**src/sv/wpd_pkg.sv**
```systemverilog
// Shared types, constants and the arctangent table for the waypoint heading and distance unit.
package wpd_pkg;

    // Item opcodes on the input channel.
    typedef enum logic [1:0] {
        OP_LOAD    = 2'd0,
        OP_RESTART = 2'd1,
        OP_POLL    = 2'd2
    } opcode_t;

    // Sequencer states of the top level.
    typedef enum logic [1:0] {
        ST_IDLE,
        ST_READ,
        ST_SOLVE,
        ST_ISSUE
    } top_state_t;

    // States of the iterative vectoring unit.
    typedef enum logic [1:0] {
        CS_IDLE,
        CS_ITER,
        CS_SCALE,
        CS_ROUND
    } cordic_state_t;

    // Field widths fixed by the interface.
    localparam int COORD_W   = 16;
    localparam int DELTA_W   = 17;
    localparam int HEADING_W = 16;
    localparam int DIST_W    = 17;
    localparam int SLOT_W    = 4;
    localparam int LENGTH_W  = 5;

    // Datapath widths of the vectoring unit.
    localparam int GUARD_BITS = 12;
    localparam int XY_W       = 32;
    localparam int Z_W        = 27;
    localparam int STEP_W     = 5;
    localparam int ATAN_W     = 22;
    localparam int ATAN_ENTRIES = 24;
    localparam int PROD_W     = 63;

    // Angle constants in 1/65536 degree and the output heading scale.
    localparam logic signed [Z_W-1:0] HALF_TURN_Z = 27'sd11796480;
    localparam logic signed [Z_W:0]   ROUND_Z     = 28'sd256;
    localparam int                    Z_SHIFT     = 9;
    localparam int                    HW_W        = Z_W + 1 - Z_SHIFT;
    localparam logic signed [HW_W-1:0] FULL_TURN  = 19'sd46080;

    // Inverse CORDIC gain in Q0.32 and the rounding bias for the Q44 product.
    localparam logic [31:0] INV_GAIN   = 32'd2608131496;
    localparam logic [63:0] ROUND_BIAS = 64'h0000_0800_0000_0000;

    // One stored waypoint.
    typedef struct packed {
        logic signed [COORD_W-1:0] x;
        logic signed [COORD_W-1:0] y;
    } point_t;

    // Result of one vectoring run.
    typedef struct packed {
        logic [HEADING_W-1:0] heading;
        logic [DIST_W-1:0]    distance;
    } solve_res_t;

    // atan(2^-i) in 1/65536 degree, rounded to the nearest unit.
    function automatic logic [ATAN_W-1:0] atan_z(input logic [STEP_W-1:0] i);
        logic [ATAN_W-1:0] v;
        case (i)
            5'd0:    v = 22'd2949120;
            5'd1:    v = 22'd1740967;
            5'd2:    v = 22'd919879;
            5'd3:    v = 22'd466945;
            5'd4:    v = 22'd234379;
            5'd5:    v = 22'd117304;
            5'd6:    v = 22'd58666;
            5'd7:    v = 22'd29335;
            5'd8:    v = 22'd14668;
            5'd9:    v = 22'd7334;
            5'd10:   v = 22'd3667;
            5'd11:   v = 22'd1833;
            5'd12:   v = 22'd917;
            5'd13:   v = 22'd458;
            5'd14:   v = 22'd229;
            5'd15:   v = 22'd115;
            5'd16:   v = 22'd57;
            5'd17:   v = 22'd29;
            5'd18:   v = 22'd14;
            5'd19:   v = 22'd7;
            5'd20:   v = 22'd4;
            5'd21:   v = 22'd2;
            5'd22:   v = 22'd1;
            default: v = 22'd0;
        endcase
        return v;
    endfunction

endpackage

```
**src/sv/waypoint_heading_distance.sv**
```systemverilog
// A poll that issues a waypoint reads the table, runs the CORDIC loop one step per cycle, then
// scales and rounds the result and hands it to the output register, waiting while that is full.
// Input is not ready from an issuing poll until its result enters the output register; load,
// restart and other polls keep it ready. A finished result waits there while a new beat is taken.
// Reset (synchronous, active low) clears the path length, the path index and the output valid;
// the waypoint table is not cleared and holds nothing meaningful until loaded.
module waypoint_heading_distance import wpd_pkg::*; #(
    parameter int PATH_DEPTH   = 16,
    parameter int CORDIC_STEPS = 16
) (
    input  logic                  aclk,
    input  logic                  aresetn,
    input  logic                  s_valid,
    output logic                  s_ready,
    input  logic [1:0]            s_opcode,
    input  logic [SLOT_W-1:0]     s_point_index,
    input  logic signed [15:0]    s_point_x,
    input  logic signed [15:0]    s_point_y,
    input  logic [LENGTH_W-1:0]   s_path_length,
    input  logic signed [15:0]    s_pose_x,
    input  logic signed [15:0]    s_pose_y,
    input  logic                  s_motion_idle,
    output logic                  m_valid,
    input  logic                  m_ready,
    output logic [HEADING_W-1:0]  m_target_heading,
    output logic [DIST_W-1:0]     m_target_distance,
    output logic [SLOT_W-1:0]     m_issued_index,
    output logic                  m_final_point
);

    localparam int IDX_W = (PATH_DEPTH > 1) ? $clog2(PATH_DEPTH) : 1;
    localparam int LEN_W = $clog2(PATH_DEPTH + 1);

    top_state_t                 state_reg, state_next;
    logic [LEN_W-1:0]           next_index_reg;
    logic [LEN_W-1:0]           active_length_reg;
    logic signed [COORD_W-1:0]  pose_x_reg, pose_y_reg;
    logic                       m_valid_reg;
    logic [HEADING_W-1:0]       heading_reg;
    logic [DIST_W-1:0]          distance_reg;
    logic [SLOT_W-1:0]          issued_index_reg;
    logic                       final_point_reg;

    logic                       accept;
    logic                       issue_go;
    logic                       out_load;
    logic                       load_en;
    point_t                     load_point;
    point_t                     rd_point;
    logic signed [DELTA_W-1:0]  delta_x, delta_y;
    logic                       solve_start;
    logic                       solve_done;
    solve_res_t                 solve_res;
    logic [LEN_W:0]             index_plus;

    assign accept   = s_valid && s_ready;
    assign issue_go = accept && (s_opcode == OP_POLL) && s_motion_idle
                      && (next_index_reg < active_length_reg);
    assign out_load = (state_reg == ST_ISSUE) && (!m_valid_reg || m_ready);
    assign load_en  = accept && (s_opcode == OP_LOAD) && (32'(s_point_index) < PATH_DEPTH);
    assign load_point.x = s_point_x;
    assign load_point.y = s_point_y;
    assign solve_start  = (state_reg == ST_READ);
    assign index_plus   = {1'b0, next_index_reg} + 1'b1;

    // Offset from the car to the waypoint, 17-bit signed.
    assign delta_x = {rd_point.x[COORD_W-1], rd_point.x} - {pose_x_reg[COORD_W-1], pose_x_reg};
    assign delta_y = {rd_point.y[COORD_W-1], rd_point.y} - {pose_y_reg[COORD_W-1], pose_y_reg};

    // Waypoint table, read at the current path index.
    wpd_store #(
        .DEPTH (PATH_DEPTH),
        .AW    (IDX_W)
    ) u_store (
        .aclk    (aclk),
        .wr_en   (load_en),
        .wr_addr (IDX_W'(s_point_index)),
        .wr_data (load_point),
        .rd_addr (next_index_reg[IDX_W-1:0]),
        .rd_data (rd_point)
    );

    // Vectoring unit that solves each issuing poll.
    wpd_cordic #(
        .STEPS (CORDIC_STEPS)
    ) u_cordic (
        .aclk    (aclk),
        .aresetn (aresetn),
        .start   (solve_start),
        .dx      (delta_x),
        .dy      (delta_y),
        .done    (solve_done),
        .result  (solve_res)
    );

    // Sequencer: read the table, run the CORDIC, then hand over to the output register.
    always_comb begin
        state_next = state_reg;
        s_ready    = 1'b0;
        case (state_reg)
            ST_IDLE: begin
                s_ready = 1'b1;
                if (issue_go) begin
                    state_next = ST_READ;
                end
            end
            ST_READ:  state_next = ST_SOLVE;
            ST_SOLVE: begin
                if (solve_done) begin
                    state_next = ST_ISSUE;
                end
            end
            ST_ISSUE: begin
                if (out_load) begin
                    state_next = ST_IDLE;
                end
            end
            default: state_next = ST_IDLE;
        endcase
    end

    always_ff @(posedge aclk) begin
        if (!aresetn) begin
            state_reg <= ST_IDLE;
        end else begin
            state_reg <= state_next;
        end
    end

    // Path control: restart sets the length and rewinds, an issue advances the index.
    always_ff @(posedge aclk) begin
        if (!aresetn) begin
            next_index_reg    <= '0;
            active_length_reg <= '0;
        end else if (accept && (s_opcode == OP_RESTART)) begin
            next_index_reg <= '0;
            if (32'(s_path_length) > PATH_DEPTH) begin
                active_length_reg <= LEN_W'(PATH_DEPTH);
            end else begin
                active_length_reg <= LEN_W'(s_path_length);
            end
        end else if (out_load) begin
            next_index_reg <= index_plus[LEN_W-1:0];
        end
    end

    // Pose captured from the poll beat that starts a solve.
    always_ff @(posedge aclk) begin
        if (issue_go) begin
            pose_x_reg <= s_pose_x;
            pose_y_reg <= s_pose_y;
        end
    end

    // Output register.
    always_ff @(posedge aclk) begin
        if (!aresetn) begin
            m_valid_reg <= 1'b0;
        end else if (out_load) begin
            m_valid_reg <= 1'b1;
        end else if (m_ready) begin
            m_valid_reg <= 1'b0;
        end
    end

    always_ff @(posedge aclk) begin
        if (out_load) begin
            heading_reg      <= solve_res.heading;
            distance_reg     <= solve_res.distance;
            issued_index_reg <= SLOT_W'(next_index_reg);
            final_point_reg  <= (index_plus == {1'b0, active_length_reg});
        end
    end

    assign m_valid           = m_valid_reg;
    assign m_target_heading  = heading_reg;
    assign m_target_distance = distance_reg;
    assign m_issued_index    = issued_index_reg;
    assign m_final_point     = final_point_reg;

endmodule

```
**src/sv/wpd_store.sv**
```systemverilog
// Waypoint table: single-port-write memory with a registered read port.
module wpd_store import wpd_pkg::*; #(
    parameter int DEPTH = 16,
    parameter int AW    = 4
) (
    input  logic          aclk,
    input  logic          wr_en,
    input  logic [AW-1:0] wr_addr,
    input  point_t        wr_data,
    input  logic [AW-1:0] rd_addr,
    output point_t        rd_data
);

    point_t mem [DEPTH];
    point_t rd_data_reg;

    // Write port: one waypoint per load beat.
    always_ff @(posedge aclk) begin
        if (wr_en) begin
            mem[wr_addr] <= wr_data;
        end
    end

    // Read port: data appears in the cycle after the address.
    always_ff @(posedge aclk) begin
        rd_data_reg <= mem[rd_addr];
    end

    assign rd_data = rd_data_reg;

endmodule

```
**src/sv/wpd_cordic.sv**
```systemverilog
// Iterative CORDIC in vectoring mode giving heading and scaled magnitude of an offset.
module wpd_cordic import wpd_pkg::*; #(
    parameter int STEPS = 16
) (
    input  logic                      aclk,
    input  logic                      aresetn,
    input  logic                      start,
    input  logic signed [DELTA_W-1:0] dx,
    input  logic signed [DELTA_W-1:0] dy,
    output logic                      done,
    output solve_res_t                result
);

    // The table holds ATAN_ENTRIES angles, so no more steps than that are run.
    localparam int N_ITER = (STEPS < ATAN_ENTRIES) ? STEPS : ATAN_ENTRIES;
    localparam logic [STEP_W-1:0] LAST_STEP = STEP_W'(N_ITER - 1);

    cordic_state_t           state_reg, state_next;
    logic signed [XY_W-1:0]  x_reg, y_reg;
    logic signed [Z_W-1:0]   z_reg;
    logic [STEP_W-1:0]       step_reg;
    logic                    zero_reg;
    logic [PROD_W-1:0]       prod_reg;
    logic [HEADING_W-1:0]    heading_reg;
    logic                    done_reg;
    solve_res_t              result_reg;

    logic signed [XY_W-1:0]  x_init, y_init, x_shift, y_shift;
    logic signed [Z_W-1:0]   atan_step;
    logic [XY_W-2:0]         x_clamp;
    logic signed [Z_W:0]     z_round;
    logic signed [HW_W-1:0]  z_whole, z_wrap;
    logic [63:0]             dist_sum;
    logic [63-44:0]          dist_raw;
    logic [DIST_W-1:0]       dist_sat;

    // Next-state logic of the iteration sequencer.
    always_comb begin
        state_next = state_reg;
        case (state_reg)
            CS_IDLE: begin
                if (start) begin
                    state_next = CS_ITER;
                end
            end
            CS_ITER: begin
                if (step_reg == LAST_STEP) begin
                    state_next = CS_SCALE;
                end
            end
            CS_SCALE: state_next = CS_ROUND;
            CS_ROUND: state_next = CS_IDLE;
            default:  state_next = CS_IDLE;
        endcase
    end

    always_ff @(posedge aclk) begin
        if (!aresetn) begin
            state_reg <= CS_IDLE;
            done_reg  <= 1'b0;
        end else begin
            state_reg <= state_next;
            done_reg  <= (state_reg == CS_ROUND);
        end
    end

    // Scale the offset by the guard bits; the left half-plane is folded over when a run starts.
    always_comb begin
        x_init = {{(XY_W - DELTA_W - GUARD_BITS){dx[DELTA_W-1]}}, dx, {GUARD_BITS{1'b0}}};
        y_init = {{(XY_W - DELTA_W - GUARD_BITS){dy[DELTA_W-1]}}, dy, {GUARD_BITS{1'b0}}};
    end

    // One micro-rotation per cycle; arithmetic shifts floor as required.
    always_comb begin
        x_shift   = x_reg >>> step_reg;
        y_shift   = y_reg >>> step_reg;
        atan_step = Z_W'(signed'({1'b0, atan_z(step_reg)}));
    end

    // Heading: round to 1/128 degree and wrap into one turn; also clamp a negative x to zero.
    always_comb begin
        z_round = (Z_W + 1)'(z_reg) + ROUND_Z;
        z_whole = HW_W'(z_round >>> Z_SHIFT);
        if (z_whole < 0) begin
            z_wrap = z_whole + FULL_TURN;
        end else if (z_whole >= FULL_TURN) begin
            z_wrap = z_whole - FULL_TURN;
        end else begin
            z_wrap = z_whole;
        end
        x_clamp = x_reg[XY_W-1] ? '0 : x_reg[XY_W-2:0];
    end

    // Distance: drop the CORDIC gain, round and saturate.
    always_comb begin
        dist_sum = {1'b0, prod_reg} + ROUND_BIAS;
        dist_raw = dist_sum[63:44];
        dist_sat = (|dist_raw[19:DIST_W]) ? {DIST_W{1'b1}} : dist_raw[DIST_W-1:0];
    end

    // Datapath registers.
    always_ff @(posedge aclk) begin
        case (state_reg)
            CS_IDLE: begin
                if (start) begin
                    zero_reg <= (dx == '0) && (dy == '0);
                    step_reg <= '0;
                    if (dx[DELTA_W-1]) begin
                        x_reg <= -x_init;
                        y_reg <= -y_init;
                        z_reg <= HALF_TURN_Z;
                    end else begin
                        x_reg <= x_init;
                        y_reg <= y_init;
                        z_reg <= '0;
                    end
                end
            end
            CS_ITER: begin
                step_reg <= step_reg + 1'b1;
                if (!y_reg[XY_W-1]) begin
                    x_reg <= x_reg + y_shift;
                    y_reg <= y_reg - x_shift;
                    z_reg <= z_reg + atan_step;
                end else begin
                    x_reg <= x_reg - y_shift;
                    y_reg <= y_reg + x_shift;
                    z_reg <= z_reg - atan_step;
                end
            end
            CS_SCALE: begin
                prod_reg    <= x_clamp * INV_GAIN;
                heading_reg <= HEADING_W'(z_wrap);
            end
            CS_ROUND: begin
                result_reg.heading  <= zero_reg ? '0 : heading_reg;
                result_reg.distance <= zero_reg ? '0 : dist_sat;
            end
            default: begin
                step_reg <= step_reg;
            end
        endcase
    end

    assign done   = done_reg;
    assign result = result_reg;

endmodule

```
**config.mk**
```make
export PLATFORM = sky130hd
export DESIGN_NAME = waypoint_heading_distance
export DESIGN_NICKNAME = d
export VERILOG_FILES = /design/src/sv/wpd_pkg.sv /design/src/sv/waypoint_heading_distance.sv /design/src/sv/wpd_store.sv /design/src/sv/wpd_cordic.sv
export SDC_FILE = /design/constraint.sdc
export NUM_CORES = 2
export LEC_CHECK = 0
export BUFFER_PORTS_ARGS = -buffer_cell sky130_fd_sc_hd__buf_4
export CORE_MARGIN = 5
export CORE_UTILIZATION = 45
export DETAILED_ROUTE_END_ITERATION = 10
export PLACE_DENSITY = 0.69
export SKIP_LAST_GASP = 1
export SLEW_MARGIN = 20
export SYNTH_ARGS = -nofsm -noshare
export SYNTH_HDL_FRONTEND = slang
export SYNTH_SLANG_ARGS = --single-unit
```
**constraint.sdc**
```tcl
create_clock -name aclk -period 14.9 [get_ports aclk]
set_input_delay 0.745 -clock aclk [delete_from_list [all_inputs] [get_ports aclk]]
set_output_delay 0.745 -clock aclk [all_outputs]
set_load 0.01 [all_outputs]
```
==> metrics.yaml <==
timing:
  drv_slew: 0
  relSlewSlack_pct: 18.2
  hold_viol: 0
  period_share_pct: 64.2
  setup_violations: 0
  finalClockSkew_ns: 0.0528
  min_period_ns: 9.56
  setup-tns-final_ns: 0
  rsz0062_at_grt: "false"
  tightest_slew_ns: 1.23
  max_freq_mhz: 105
routing:
  drc: 0
  drt-wirelength-per-cell_um: 22.7
  vias_per_cell: 5.72
  antenna_left: 0
  wl_um: 156000
  dr_total_vias: 39300
  dr.pass1.iters: 6
  drt_iter0_drc: 3169
finish:
  largest_reg_flops: 512
  syn2layout_area_growth_pct: 9.82
  diodes: 0
  drive_gt1_share_pct: 11.9
  nets: 6033
yosys:
  synth_edf_count: 748
  yosysSeqAreaShare_pct: 39.6
  synth.distinct_cells: 88
  syn_area_per_cell_um2: 12.2
  yosysWarnings: 0
  synth_fp_nets: 5933
  ys.flop_type: "edfxtp_1"
  ys_async_sr_fraction_pct: 0
  synth_area_mm2: 0.0603
  synth_cells: 4926
  synth-seq-cells: 818
  post-synth-top-area-fraction_pct: 37.2
  yosys.area.top_type: "edfxtp_1"
  yosys-top-cells-area: "edfxtp_1 37%, fa_1 14%, ha_1 10%, mux4_2 7.8%, inv_1 4.3%"
clocking:
  cts_num_sinks: 818
  worstSkewPairLatency_ns: 0.72
  clk_path_buf_depth: 3
  cts_tree: "built"
  cts-resized-gates: 0
  clkTransAtPathRegs_ns: 0.06
  cts_buffers: 87
  cts_hold_buf: 0
  h-tree-depth: 3
  postCtsSetupBuffers: 0
  root_buffer: "clkbuf_16"
floorplanning:
  pin_count: 120
  die_area_mm2: 0.141
  row_count: 134
  core_area_mm2: 0.133
  fp.dieW_um: 376
  initial_core_util_pct: 45.2
  chipHeight_um: 376
critical_path:
  worstPathRequired_ns: 15.31
  crit_type: "flip-flop to flip-flop"
  cp_max_fo: 44
  cp-start-kind: "flip-flop"
  worst_ep_arrival_time_ns: 9.98
  rr_startpoint: "u_cordic.x_reg[31]$_DFFE_PP_"
  r2r_cells: 27
  reg2reg_to: "u_cordic.prod_reg[57]$_DFFE_PP_"
  endpoint_kind: "flip-flop"
  reg2reg_slack_ns: 5.34
global_route:
  overflow: 0
  grt_pass1_wl_um: 240000
  grt_pass1_vias: 40100
  antenna_found_initial: 6
  track_usage_pct: 21.9
  grt_max_degree: 102
placement:
  dpl.hpwl_um: 114000
  portBuffers: 119
  finalWeightedCongestion: 0.957
worst_hold_path:
  min_path_type: "primary input to flip-flop"
  min-delay-start: "s_pose_y[11]"
  hold_depth: 1
  holdPathEnd: "pose_y_reg[11]$_DFFE_PP_"
job:
  cap_violations: 0
status:
  status: "complete, no violations"
## area by class of cell
cell class	instances	area, um2
fill	11500	67100
clock buffer	115	2310
tap	1768	2210
sequential	818	23900
inverter	692	2600
clock inverter	47	652
timing repair buffer	176	1330
multi-input combinational	3251	33200
## Yosys cell counts, drive strengths merged (35+ instances only)
library cell and instances:
nor2b 62, clkbuf 94, a31oi 35, buf 71
a211oi 37, xnor2 164, nand2b 36, dfxtp 70
a21o 89, xor2 109, o21ai 158, and2 40
nor2 277, edfxtp 748, nand2 205, nor3 72
o21a 50, mux2i 76, nand3 68, fa 436
inv 688, ha 491, a21oi 239, mux4 220
## layout by cell type (no fill, tap or decap), types with 67 or more instances in the layout
master,count
a21oi_1,239
o21ai_0,155
ha_1,488
mux4_2,210
nand3_1,67
inv_1,687
nor2_1,263
xor2_1,109
buf_4,175
a21o_1,89
edfxtp_1,748
xnor2_1,164
fa_1,436
clkbuf_16,87
mux2i_1,76
nand2_1,204
## how the worst max path moves through the flow
stage / cells past startpoint / slack (ns) / startpoint / to
5_1_grt: 27 / 4.72 / u_cordic.x_reg[31]$_DFFE_PP_ / u_cordic.prod_reg[57]$_DFFE_PP_
2_1_floorplan: 28 / 6.87 / u_cordic.x_reg[31]$_DFFE_PP_ / u_cordic.prod_reg[51]$_DFFE_PP_
3_5_place_dp: 27 / 5.32 / u_cordic.x_reg[31]$_DFFE_PP_ / u_cordic.prod_reg[57]$_DFFE_PP_
3_3_place_gp: 27 / 5.45 / u_cordic.x_reg[31]$_DFFE_PP_ / u_cordic.prod_reg[57]$_DFFE_PP_
4_1_cts: 27 / 5.29 / u_cordic.x_reg[31]$_DFFE_PP_ / u_cordic.prod_reg[57]$_DFFE_PP_
6_report: 27 / 5.34 / u_cordic.x_reg[31]$_DFFE_PP_ / u_cordic.prod_reg[57]$_DFFE_PP_
## metrics by stage
step / std cells / utilization (%) / setup WS, ns / area [um2] / hold WS [ns]
after floorplan: 4926 / - / 6.87 / 60300 / 0.400
after global placement: 6705 / 47.5 / 5.45 / 63300 / 0.401
after detailed placement: 6705 / 47.5 / 5.32 / 63300 / 0.406
after CTS: 6867 / 49.7 / 5.29 / 66200 / 0.153
after global routing: 6867 / 49.7 / 4.72 / 66200 / 0.176
final: 6867 / 49.7 / 5.34 / 66200 / 0.200
## cells by family (layout without fill, tap and decap cells)
group / after synthesis / count (layout) / synth area share [%]
XOR/XNOR: 273 / 273 / 3.96
adder cells (fa/ha/maj): 927 / 927 / 24.7
AND/OR/NAND/NOR: 901 / 901 / 7.23
flip-flops: 818 / 818 / 39.6
buffers and inverters: 857 / 1030 / 5.55
AO/OA/AOI/OAI: 827 / 827 / 8.97
multiplexers: 323 / 323 / 10.1
## routing by layer
metal  part of all wire [%]  vias up  global-route usage [%]
met2                     48     1417                    36.8
met3                    6.6      249                    3.55
met4                    3.0        2                    6.33
met1                     42    19800                    29.7
met5                  0.011        -                       0
li1                       -    17900                       -
## worst max-delay path, cell delays in order (launching register included)
cell and delay (ns):
edfxtp_1 0.35, buf_4 0.28, inv_1 0.82, nand2_1 0.62, inv_1 0.44, ha_1 0.38
fa_1 0.58, fa_1 0.44, ha_1 0.33, fa_1 0.51, inv_1 0.05, fa_1 0.48
inv_1 0.06, fa_1 0.55, inv_1 0.07, fa_1 0.54, inv_1 0.04, ha_1 0.34
nand2_1 0.07, o21ai_0 0.22, nor3_1 0.08, a211oi_1 0.52, o2111ai_1 0.21, a21boi_0 0.49
a21oi_1 0.25, o21ai_0 0.29, a21oi_1 0.13, xnor2_1 0.14
Power is not shown: default switching activity piles up to over one toggle a cycle in this logic, so the estimate is an artifact.
